### src/rtl/alle_pkg.sv
package alle_pkg;

  localparam int STORE_DEPTH = 64;
  localparam int ID_W        = 16;
  localparam int STATUS_W    = 8;
  localparam int HEAD_W      = 6;
  localparam int POS_W       = 6;
  localparam int ADDR_W      = $clog2(STORE_DEPTH);
  localparam int LINK_W      = ADDR_W + 1;
  localparam int DATA_W      = ID_W + STATUS_W;

  // Link value that marks the end of a list; also the "store full" pointer.
  localparam logic [LINK_W-1:0] END_LINK = LINK_W'(STORE_DEPTH);

  typedef enum logic [2:0] {
    FN_CREATE = 3'd0,
    FN_GET    = 3'd1,
    FN_APPEND = 3'd2,
    FN_DELETE = 3'd3,
    FN_INSERT = 3'd4
  } func_t;

  typedef enum logic [1:0] {
    OC_OK       = 2'd0,
    OC_FULL     = 2'd1,
    OC_PAST_END = 2'd2,
    OC_NO_MATCH = 2'd3
  } outcome_t;

  typedef struct packed {
    func_t                func;
    logic [HEAD_W-1:0]    list_head;
    logic [POS_W-1:0]     position;
    logic [ID_W-1:0]      item_id;
    logic [STATUS_W-1:0]  item_status;
  } req_t;

  typedef struct packed {
    logic [HEAD_W-1:0]    new_head;
    logic [ID_W-1:0]      read_id;
    logic [STATUS_W-1:0]  read_status;
    outcome_t             outcome;
  } res_t;

  typedef struct packed {
    logic                 rd_en;
    logic [ADDR_W-1:0]    rd_addr;
    logic [ADDR_W-1:0]    wr_addr;
    logic                 link_we;
    logic [LINK_W-1:0]    link_wdata;
    logic                 data_we;
    logic [DATA_W-1:0]    data_wdata;
  } mem_req_t;

  typedef struct packed {
    logic                 idle;
    logic [LINK_W-1:0]    free_ptr;
  } stat_t;

  // Any link at or past the depth reads as end of list.
  function automatic logic [LINK_W-1:0] clamp_link(input logic [LINK_W-1:0] v);
    clamp_link = (v >= END_LINK) ? END_LINK : v;
  endfunction

endpackage

### src/rtl/alle_ram.sv
module alle_ram #(
  parameter int WIDTH = 8,
  parameter int DEPTH = 64
) (
  input  logic                     clk,
  input  logic                     we,
  input  logic [$clog2(DEPTH)-1:0] waddr,
  input  logic [WIDTH-1:0]         wdata,
  input  logic                     re,
  input  logic [$clog2(DEPTH)-1:0] raddr,
  output logic [WIDTH-1:0]         rdata
);

  logic [WIDTH-1:0] mem [DEPTH];

  always_ff @(posedge clk) begin
    if (we) begin
      mem[waddr] <= wdata;
    end
  end

  always_ff @(posedge clk) begin
    if (re) begin
      rdata <= mem[raddr];
    end
  end

endmodule

### src/rtl/alle_walker.sv
module alle_walker import alle_pkg::*; (
  input  logic              clk,
  input  logic              rst_n,
  input  logic              req_valid,
  input  req_t              req,
  input  logic [LINK_W-1:0] link_q,
  input  logic [DATA_W-1:0] data_q,
  output mem_req_t          mem,
  output logic              res_valid,
  output res_t              res,
  input  logic              res_ready,
  output stat_t             stat
);

  typedef enum logic [4:0] {
    ST_IDLE = 5'b00001,
    ST_LOOK = 5'b00010,
    ST_SCAN = 5'b00100,
    ST_WR2  = 5'b01000,
    ST_RESP = 5'b10000
  } state_t;

  state_t            state_r, state_nxt;
  req_t              req_r, req_nxt;
  res_t              res_r, res_nxt;
  logic [LINK_W-1:0] fp_r, fp_nxt;
  logic [ADDR_W-1:0] cur_r, cur_nxt;
  logic [ADDR_W-1:0] nx_r, nx_nxt;
  logic [LINK_W-1:0] cnt_r, cnt_nxt;

  logic full;
  logic head_ok;
  logic link_end;
  logic key_hit;

  assign full     = (fp_r == END_LINK);
  assign head_ok  = (LINK_W'(req.list_head) < fp_r);
  assign link_end = (link_q >= END_LINK);
  assign key_hit  = (data_q == {req_r.item_id, req_r.item_status});

  always_comb begin
    state_nxt = state_r;
    req_nxt   = req_r;
    res_nxt   = res_r;
    fp_nxt    = fp_r;
    cur_nxt   = cur_r;
    nx_nxt    = nx_r;
    cnt_nxt   = cnt_r;
    mem       = '0;

    case (state_r)
      ST_IDLE: begin
        if (req_valid) begin
          req_nxt         = req;
          res_nxt         = '0;
          res_nxt.outcome = OC_OK;
          cur_nxt         = ADDR_W'(req.list_head);
          cnt_nxt         = '0;
          mem.rd_addr     = ADDR_W'(req.list_head);
          state_nxt       = ST_RESP;
          case (req.func)
            FN_CREATE: begin
              if (full) begin
                res_nxt.outcome = OC_FULL;
              end else begin
                mem.link_we      = 1'b1;
                mem.wr_addr      = fp_r[ADDR_W-1:0];
                mem.link_wdata   = END_LINK;
                res_nxt.new_head = HEAD_W'(fp_r);
                fp_nxt           = fp_r + LINK_W'(1);
              end
            end
            FN_GET: begin
              if (!head_ok || req.position == '0) begin
                res_nxt.outcome = OC_PAST_END;
              end else begin
                mem.rd_en = 1'b1;
                state_nxt = ST_LOOK;
              end
            end
            FN_APPEND, FN_INSERT: begin
              if (full) begin
                res_nxt.outcome = OC_FULL;
              end else if (!head_ok) begin
                res_nxt.outcome = OC_PAST_END;
              end else begin
                mem.rd_en = 1'b1;
                state_nxt = ST_LOOK;
              end
            end
            FN_DELETE: begin
              if (!head_ok) begin
                res_nxt.outcome = OC_NO_MATCH;
              end else begin
                mem.rd_en = 1'b1;
                state_nxt = ST_LOOK;
              end
            end
            default: begin
              state_nxt = ST_RESP;
            end
          endcase
        end
      end

      // link_q/data_q hold the entry at cur_r
      ST_LOOK: begin
        mem.rd_addr = link_q[ADDR_W-1:0];
        case (req_r.func)
          FN_GET: begin
            if (cnt_r == LINK_W'(req_r.position)) begin
              res_nxt.read_id     = data_q[DATA_W-1:STATUS_W];
              res_nxt.read_status = data_q[STATUS_W-1:0];
              state_nxt           = ST_RESP;
            end else if (link_end) begin
              res_nxt.outcome = OC_PAST_END;
              state_nxt       = ST_RESP;
            end else begin
              mem.rd_en = 1'b1;
              cur_nxt   = link_q[ADDR_W-1:0];
              cnt_nxt   = cnt_r + LINK_W'(1);
            end
          end
          FN_INSERT: begin
            if (cnt_r == LINK_W'(req_r.position)) begin
              mem.wr_addr    = fp_r[ADDR_W-1:0];
              mem.link_we    = 1'b1;
              mem.link_wdata = clamp_link(link_q);
              mem.data_we    = 1'b1;
              mem.data_wdata = {req_r.item_id, req_r.item_status};
              state_nxt      = ST_WR2;
            end else if (link_end) begin
              res_nxt.outcome = OC_PAST_END;
              state_nxt       = ST_RESP;
            end else begin
              mem.rd_en = 1'b1;
              cur_nxt   = link_q[ADDR_W-1:0];
              cnt_nxt   = cnt_r + LINK_W'(1);
            end
          end
          FN_APPEND: begin
            if (link_end || cnt_r == END_LINK) begin
              mem.wr_addr    = fp_r[ADDR_W-1:0];
              mem.link_we    = 1'b1;
              mem.link_wdata = END_LINK;
              mem.data_we    = 1'b1;
              mem.data_wdata = {req_r.item_id, req_r.item_status};
              state_nxt      = ST_WR2;
            end else begin
              mem.rd_en = 1'b1;
              cur_nxt   = link_q[ADDR_W-1:0];
              cnt_nxt   = cnt_r + LINK_W'(1);
            end
          end
          FN_DELETE: begin
            if (link_end) begin
              res_nxt.outcome = OC_NO_MATCH;
              state_nxt       = ST_RESP;
            end else begin
              mem.rd_en = 1'b1;
              nx_nxt    = link_q[ADDR_W-1:0];
              state_nxt = ST_SCAN;
            end
          end
          default: begin
            state_nxt = ST_RESP;
          end
        endcase
      end

      // cur_r is the predecessor, link_q/data_q hold the entry at nx_r
      ST_SCAN: begin
        mem.rd_addr = link_q[ADDR_W-1:0];
        if (key_hit) begin
          mem.wr_addr    = cur_r;
          mem.link_we    = 1'b1;
          mem.link_wdata = clamp_link(link_q);
          state_nxt      = ST_RESP;
        end else if (link_end || cnt_r == LINK_W'(STORE_DEPTH - 1)) begin
          res_nxt.outcome = OC_NO_MATCH;
          state_nxt       = ST_RESP;
        end else begin
          mem.rd_en = 1'b1;
          cur_nxt   = nx_r;
          nx_nxt    = link_q[ADDR_W-1:0];
          cnt_nxt   = cnt_r + LINK_W'(1);
        end
      end

      ST_WR2: begin
        mem.wr_addr    = cur_r;
        mem.link_we    = 1'b1;
        mem.link_wdata = fp_r;
        fp_nxt         = fp_r + LINK_W'(1);
        state_nxt      = ST_RESP;
      end

      ST_RESP: begin
        if (res_ready) begin
          state_nxt = ST_IDLE;
        end
      end

      default: begin
        state_nxt = ST_IDLE;
      end
    endcase
  end

  always_ff @(posedge clk) begin
    if (!rst_n) begin
      state_r <= ST_IDLE;
      fp_r    <= '0;
    end else begin
      state_r <= state_nxt;
      fp_r    <= fp_nxt;
    end
  end

  always_ff @(posedge clk) begin
    req_r <= req_nxt;
    res_r <= res_nxt;
    cur_r <= cur_nxt;
    nx_r  <= nx_nxt;
    cnt_r <= cnt_nxt;
  end

  assign res_valid     = (state_r == ST_RESP);
  assign res           = res_r;
  assign stat.idle     = (state_r == ST_IDLE);
  assign stat.free_ptr = fp_r;

endmodule

### src/rtl/array_linked_list_engine.sv
// Linked-list engine: many singly linked lists share one 64-node store.
// Input channel (in_*): one request per transfer. in_tuser carries the
// operation (create, get, append, delete, insert); in_tdata carries the
// list head, position, item id and item status.
// Result channel (out_*): exactly one transfer per request, in request
// order. out_tuser carries the outcome code (ok, store full, position past
// end, no match); out_tdata carries the new head and the element read.
// Walk: the sequencer works one request at a time and follows one link
// per cycle through the node RAMs (registered read). Create and early
// errors answer without a walk; get and insert walk to the position,
// append to the list end and delete until the key matches or the list
// ends. That link walk sets the rate.
// Reset (synchronous, rst_n low) empties the store by clearing the free
// pointer; node contents stay undefined until allocated.
// Stall: a finished result sits in the output register while the next
// request is taken; if the result register is still full when the next
// one completes, the sequencer holds it and accepts nothing new.
module array_linked_list_engine import alle_pkg::*; (
  input  logic        clk,
  input  logic        rst_n,
  input  logic        in_tvalid,
  output logic        in_tready,
  input  logic [39:0] in_tdata,   // list_head[5:0], position[11:6], item_id[27:12],
                                  // item_status[35:28], zero pad[39:36]
  input  logic [2:0]  in_tuser,   // func[2:0]
  output logic        out_tvalid,
  input  logic        out_tready,
  output logic [31:0] out_tdata,  // new_head[5:0], read_id[21:6], read_status[29:22],
                                  // zero pad[31:30]
  output logic [1:0]  out_tuser   // outcome[1:0]
);

  req_t              req;
  mem_req_t          mem;
  res_t              res;
  stat_t             stat;
  logic              res_valid;
  logic              res_ready;
  logic [LINK_W-1:0] link_q;
  logic [DATA_W-1:0] data_q;

  logic              out_valid_r;
  res_t              out_res_r;

  // Unpack the request
  assign req.func        = func_t'(in_tuser);
  assign req.list_head   = in_tdata[5:0];
  assign req.position    = in_tdata[11:6];
  assign req.item_id     = in_tdata[27:12];
  assign req.item_status = in_tdata[35:28];

  // Take a request only while the sequencer is idle
  assign in_tready = stat.idle;

  alle_walker u_walker (
    .clk       (clk),
    .rst_n     (rst_n),
    .req_valid (in_tvalid),
    .req       (req),
    .link_q    (link_q),
    .data_q    (data_q),
    .mem       (mem),
    .res_valid (res_valid),
    .res       (res),
    .res_ready (res_ready),
    .stat      (stat)
  );

  // Next-node links; a write never targets an entry read in the same
  // request after it, so no forwarding is needed.
  alle_ram #(.WIDTH(LINK_W), .DEPTH(STORE_DEPTH)) u_link_ram (
    .clk   (clk),
    .we    (mem.link_we),
    .waddr (mem.wr_addr),
    .wdata (mem.link_wdata),
    .re    (mem.rd_en),
    .raddr (mem.rd_addr),
    .rdata (link_q)
  );

  // Element payload {id, status}
  alle_ram #(.WIDTH(DATA_W), .DEPTH(STORE_DEPTH)) u_data_ram (
    .clk   (clk),
    .we    (mem.data_we),
    .waddr (mem.wr_addr),
    .wdata (mem.data_wdata),
    .re    (mem.rd_en),
    .raddr (mem.rd_addr),
    .rdata (data_q)
  );

  // Output register: load when empty or draining this cycle
  assign res_ready = !out_valid_r || out_tready;

  always_ff @(posedge clk) begin
    if (!rst_n) begin
      out_valid_r <= 1'b0;
    end else if (res_valid && res_ready) begin
      out_valid_r <= 1'b1;
    end else if (out_tready) begin
      out_valid_r <= 1'b0;
    end
  end

  always_ff @(posedge clk) begin
    if (res_valid && res_ready) begin
      out_res_r <= res;
    end
  end

  assign out_tvalid = out_valid_r;
  assign out_tdata  = {2'b00, out_res_r.read_status, out_res_r.read_id, out_res_r.new_head};
  assign out_tuser  = out_res_r.outcome;

  // Free pointer never runs past the store
  assert property (@(posedge clk) disable iff (!rst_n)
    stat.free_ptr <= END_LINK)
    else $error("free pointer beyond store depth");

  // An accepted request always leaves the sequencer busy
  assert property (@(posedge clk) disable iff (!rst_n)
    in_tvalid && in_tready |=> !stat.idle)
    else $error("sequencer idle right after accept");

  // Store-full answers only when every node is handed out
  assert property (@(posedge clk) disable iff (!rst_n)
    res_valid && res.outcome == OC_FULL |-> stat.free_ptr == END_LINK)
    else $error("store full reported with free nodes left");

  // A result handed to the output register shows up there
  assert property (@(posedge clk) disable iff (!rst_n)
    res_valid && res_ready |=> out_tvalid)
    else $error("result lost on its way to the output register");

endmodule
### config.mk
export PLATFORM = sky130hd
export DESIGN_NAME = array_linked_list_engine
export DESIGN_NICKNAME = d
export VERILOG_FILES = /design/src/rtl/alle_pkg.sv /design/src/rtl/alle_ram.sv /design/src/rtl/alle_walker.sv /design/src/rtl/array_linked_list_engine.sv
export SDC_FILE = /design/constraint.sdc
export NUM_CORES = 2
export LEC_CHECK = 0
export ABC_AREA = 1
export BUFFER_PORTS_ARGS = -buffer_cell sky130_fd_sc_hd__buf_2
export CAP_MARGIN = 20
export CORE_MARGIN = 1
export CORE_UTILIZATION = 50
export CTS_BUF_LIST = sky130_fd_sc_hd__clkbuf_4 sky130_fd_sc_hd__clkbuf_8
export CTS_CLUSTER_SIZE = 24
export DETAILED_ROUTE_END_ITERATION = 10
export PLACE_DENSITY = 0.65
export SLEW_MARGIN = 10
export SYNTH_ARGS = -nofsm -noshare
export SYNTH_HDL_FRONTEND = slang
export SYNTH_SLANG_ARGS = --single-unit
### constraint.sdc
create_clock -name clk -period 5.8 [get_ports clk]
set_input_delay 0.58 -clock clk [delete_from_list [all_inputs] [get_ports clk]]
set_output_delay 0.58 -clock clk [all_outputs]
set_load 0.01 [all_outputs]
======== Yosys cells after proc, flatten, opt, wreduce, memory -nomap -nowiden ========
Memory sizes are Yosys's and may differ from the RTL's. A register that Yosys moved wholly into a read port is not among the register bits.
Index checks and enable logic that the tools add are counted.
operators by class
  $add $sub $neg .......................... 2
  order comparisons ....................... 2
  equal/unequal tests ..................... 38
  multiplexer cells ....................... 83
  bitwise gates (word level) .............. 1
  reduce and logical (&&, ||, !) cells .... 24
operators with widths
  operator              count
  $mux W39              2
  $pmux W39 S2          1
  $mux W7               10
  $mux W5               12
  $pmux W14 S4          1
  $mux W6               9
  $mux W24              2
  $pmux W24 S2          1
  $mux W14              3
  $pmux W7 S3           2
  $pmux W7 S2           2
  $mux W26              1
  $mux W25              1
  $pmux W5 S5           1
  $eq A24 B24 Y1        1
  $pmux W6 S2           2
  $mux W21              1
  $pmux W5 S4           1
  $mux W2               9
  $pmux W6 S3           1
  $reduce_and A8 Y1     2
  $mux W1               15
  $ne A3 B3 Y1 const B  5
  $pmux W5 S3           1
  34 further kinds      64
storage, ports and cells
  register bits ........................... 129
  RAM bits ................................ 1984
  input bits .............................. 47
  output and inout bits ................... 36
  word-level logic and storage cells ...... 170
  memories ................................ 2
memory list
  memory          depth  width  rd ports  clocked after memory_dff  wr ports  line            RTL
  u_data_ram.mem  64     24     1         1                         1         alle_ram.sv:14  logic [WIDTH-1:0] mem [DEPTH];
  u_link_ram.mem  64     7      1         1                         1         alle_ram.sv:14

======== Depth between registers and ports, before layout ========
  word-level depth ........................ 9
  mapped depth ............................ 16
  gate-level depth less buffers ........... 14

======== By module ========
A second synthesis with hierarchy kept.
second synthesis, totals
  cell total of the unflattened synthesis .. 7491
  area, all modules ....................... 87975.6 um2
by module, submodules not included
  module                    instances  cells each  area each (um2)  sequential area each (um2)
  alle_ram at u_data_ram    1          5248        63053.0          46844.9
  alle_ram at u_link_ram    1          1590        18615.4          13663.1
  alle_walker               1          611         5276.3           2762.6
  array_linked_list_engine  1          42          1031.0           980.9

======== Worst setup path before layout ========
No wires, ideal clock.
  path kind ............................... reg2reg
  from .................................... reg u_walker.state_r[0]
  to ...................................... mem u_data_ram.mem[55][0] (netlist name) (enable)
  library setup time ...................... 0.435 ns
  arrival time ............................ 3.972 ns
  data required time ...................... 5.365 ns
  path slack .............................. 1.393 ns
  stages on the path, launching flop included .. 12
  path buffers ............................ 1
  period minus slack after synthesis ...... 4.407 ns
  path through ............................ dfxtp_1 inv_2 nor2_4 nand3_4 nor2_4 nand3_2 nand3_2 nand2_1 nand3_1 nand3_1 buf_2 nor3_1
between the ends
  word-level cells in the longest chain between the ends .. 4
  elaborated cells on any way between the ends .. 8
  those cells by class .................... eq/ne: 4; mux: 4
RTL lines
  what                           line                RTL
  start: declaration             alle_walker.sv:23   state_t state_r, state_nxt;
  start signal: assignment       alle_walker.sv:215  state_r <= state_nxt;
  $eq A5 B2 Y1                   alle_walker.sv:51   case (state_r)
  $mux W25                       alle_walker.sv:51
  $mux W1                        alle_ram.sv:17      if (we) begin
  $mux W1 (implied by the code)  alle_ram.sv:18      mem[waddr] <= wdata;
  end: declaration               alle_ram.sv:14
Several ways; a longest one is shown, not always the timed one.

======== Worst setup path after layout ========
  from .................................... reg u_walker.state_r[2]
  to ...................................... mem u_data_ram.mem[35][9] (netlist name) (enable)
Same word-level chain as after synthesis.

==> results.yml <==
setup_path:
  path_max_fanout: 30
  crit_family: "simple AND/OR/NAND/NOR gates"
  cp_data_required_time_ps: 6520
  cp_slowest_cell: "nor3_2"
  start_kind: "flip-flop"
  max_stage_delay_ps: 1090
  crit_arrival_ps: 5290
  reg2reg_from: "u_walker.state_r[2]"
  reg2reg_depth: 11
  critical_path_class: "reg -> reg"
  startpoint: "u_walker.state_r[2]"
  crit_buf_inv: 2
  cp_num_cells: 11
  worstSetupEndpoint: "u_data_ram.mem[35][9]"
  path_cells: "nor2_4 -> nand3_4 -> nor2_4 -> buf_4 -> nand3_2 -> nand3_2 -> nand2_1 -> nand3_1 -> nand3_1 -> nor3_2 -> buf_12"
  endpoint_kind: "flip-flop"
  ff2ff_setup_slack_ps: 1230
  rr_endpoint: "u_data_ram.mem[35][9]"
yosys:
  avgSynthCellArea_um2: 10.9
  synth_ff_type: "edfxtp_1"
  yosysWarnings: 0
  synth_cell_types: 45
  async_reset_ff_frac: 0
  yosysSeqAreaShare: 0.698
  synth_edf_count: 2131
  ys_ff_latch: 2144
  syn_area_um2: 92100
  synthCells: 8437
global_routing:
  grtUsageTotal: 0.280
  grt_pass1_wl_mm: 391
  grt_pass1_vias: 61400
  grt.overflow.total: 0
  grt_antenna_before_repair: 5
  grt_max_degree: 154
clock_network:
  cts_tree: "built"
  clockBufferDepth: 4
  post_cts_buffers: 0
  cts_resized: 0
  htreeDepth: 5
  clock-root-buffer: "clkbuf_8"
  clkSinkCount: 2144
  clk_pin_slew_ps: 60
  ctsHoldBuffers: 40
  clk_latency_ps: 1050
  cts_made_buffers: 365
die:
  die_area_um2: 186000
  initial_core_util: 0.503
  core_um2: 183000
  die_width_um: 431
  rows: 157
  chipHeight_um: 431
  io_pins: 83
sta:
  period_share: 0.788
  setup_viol_count_final: 0
  final.setup.worst_slack_ps: 1230
  fin_skew_ps: 110
  tightest_slew_ps: 1190
  slew_violations: 0
  setup-tns-final_ps: 0
  layout_min_cycle_time_ps: 4570
  rsz0062_at_grt: "no"
  max_freq_ghz: 0.219
  slew_headroom: 0.205
  hold_violations: 0
route:
  antenna_left: 0
  drt_iter0_markers: 8140
  vias: 64600
  drt_wl_total_mm: 264
  routedWlPerCell_um: 23.4
  viasPerCell: 5.72
  dr.pass1.iters: 6
  drc: 0
placed_design:
  hpwl_mm: 145
  dp_cells: 10600
  pre_cts_ws_ps: 1190
  portBuffers: 76
  gp_congestion: 0.881
power:
  vdd_drop_max_v: 0.000186
  powerDensity_nw_per_um2: 328
  power_uw: 33600
  p_leak_uw: 0.0405
cells_and_area:
  final_cells: 11300
  final_nets: 8635
  areaGrowthSynthToFinish_pct: 11.2
  drive_gt1_frac: 0.108
min_path:
  hold_path.class: "in -> reg"
run_status:
  status: "finished clean"
job:
  drv_cap: 0
layout by cell type, fill, tap and decap left out, types with 25 or more instances in the layout:
| cell type | n |
|---|---|
| nand2_1 | 2639 |
| nor2_4 | 30 |
| o211ai_1 | 67 |
| dlygate4sd3_1 | 40 |
| edfxtp_1 | 2131 |
| nor2_1 | 135 |
| buf_12 | 36 |
| nor3_2 | 48 |
| clkinv_2 | 25 |
| nand3_1 | 2081 |
| buf_2 | 76 |
| clkbuf_8 | 369 |
| clkbuf_4 | 119 |
| buf_4 | 177 |
| inv_1 | 569 |
| clkinv_1 | 93 |
area by class of cell:
class                      count  area [µm²]
clock buffer                 488        5970
antenna                        3        7.51
timing repair buffer         331        2870
clock inverter               128         588
tap                         2464        3080
sequential                  2144       64300
inverter                     580        2190
multi-input combinational   5157       23400
fill                       15200       80700
cells in the mapped netlist, types with 8 or more instances:
library cell,instances,share of area
inv_1,569,0.023
nand2_1,2640,0.11
o22ai_1,9,0.00061
buf_6,11,0.0013
buf_2,356,0.019
ha_1,9,0.0012
o211ai_1,67,0.0055
inv_2,9,0.00037
nor3_1,59,0.0032
o21ai_0,19,0.0010
nand4_1,15,0.0010
a21oi_1,21,0.0011
dfxtp_1,13,0.0028
xnor2_1,10,0.00095
nand3_2,9,0.00098
nand3_1,2082,0.11
clkbuf_1,119,0.0049
buf_1,8,0.00033
edfxtp_1,2131,0.70
buf_4,62,0.0051
nor2_1,176,0.0072
worst min path at each step:
stage                     start                 to  cells after the start
2_1_floorplan  u_walker.res[26]       out_tdata[0]                      0
3_3_place_gp   u_walker.res[28]       out_tdata[2]                      0
3_5_place_dp   u_walker.res[27]       out_tdata[1]                      0
4_1_cts             in_tdata[2]  u_walker.cur_r[2]                      3
5_1_grt             in_tdata[2]  u_walker.cur_r[2]                      3
6_report            in_tdata[5]  u_walker.cur_r[5]                      3
flip-flops by register name (all words and copies together) (netlist names), 7 cells and up:
register	cells
u_data_ram.mem	1536
u_link_ram.mem	448
u_walker.req_r	33
u_walker.res	32
out_tdata	30
u_data_ram.rdata	24
u_link_ram.rdata	7
u_walker.cnt_r	7
u_walker.fp_r	7
through the flow:
stage          cell area (µm²)   util  hold WS [ps]
3_3_place_gp             95400  0.521           405
6_report                102000  0.559           164
2_1_floorplan            92100      -           400
5_1_grt                 102000  0.559          83.1
4_1_cts                 102000  0.559          34.5
3_5_place_dp             95400  0.521           405
layer usage:
metal | global-route usage | routed length [µm] | vias up
li1 | - | - | 29400
met5 | 0 | 18 | -
met2 | 0.437 | 123000 | 3391
met3 | 0.0497 | 24200 | 637
met1 | 0.377 | 103000 | 31200
met4 | 0.148 | 13500 | 4
logic make-up (layout without fill, tap and decap cells):
kind of cell               after synthesis  after routing  synth area share
DFF                                   2144           2144             0.698
and+or+nand+nor                       5000           5000             0.235
adders and majority gates                9              9           0.00122
AOI/OAI and AO/OA                      134            134           0.00988
xor gates and xnor gates                12             12           0.00114
buffers and inverters                 1137           1527            0.0547
other                                    1              5         0.0000407
worst min-delay path: cells and delay by family:
family / cells / cell delay [ps]
buffers and inverters: 2 / 210
AOI/OAI and AO/OA: 1 / 280
power breakdown:
part           switching (µW)  leakage, µW  internal (µW)
combinational            2840       0.0165           1050
clock                    5910      0.00348           6670
sequential               82.3       0.0206          17000
No activity file was read; power rests on OpenSTA's default activity.
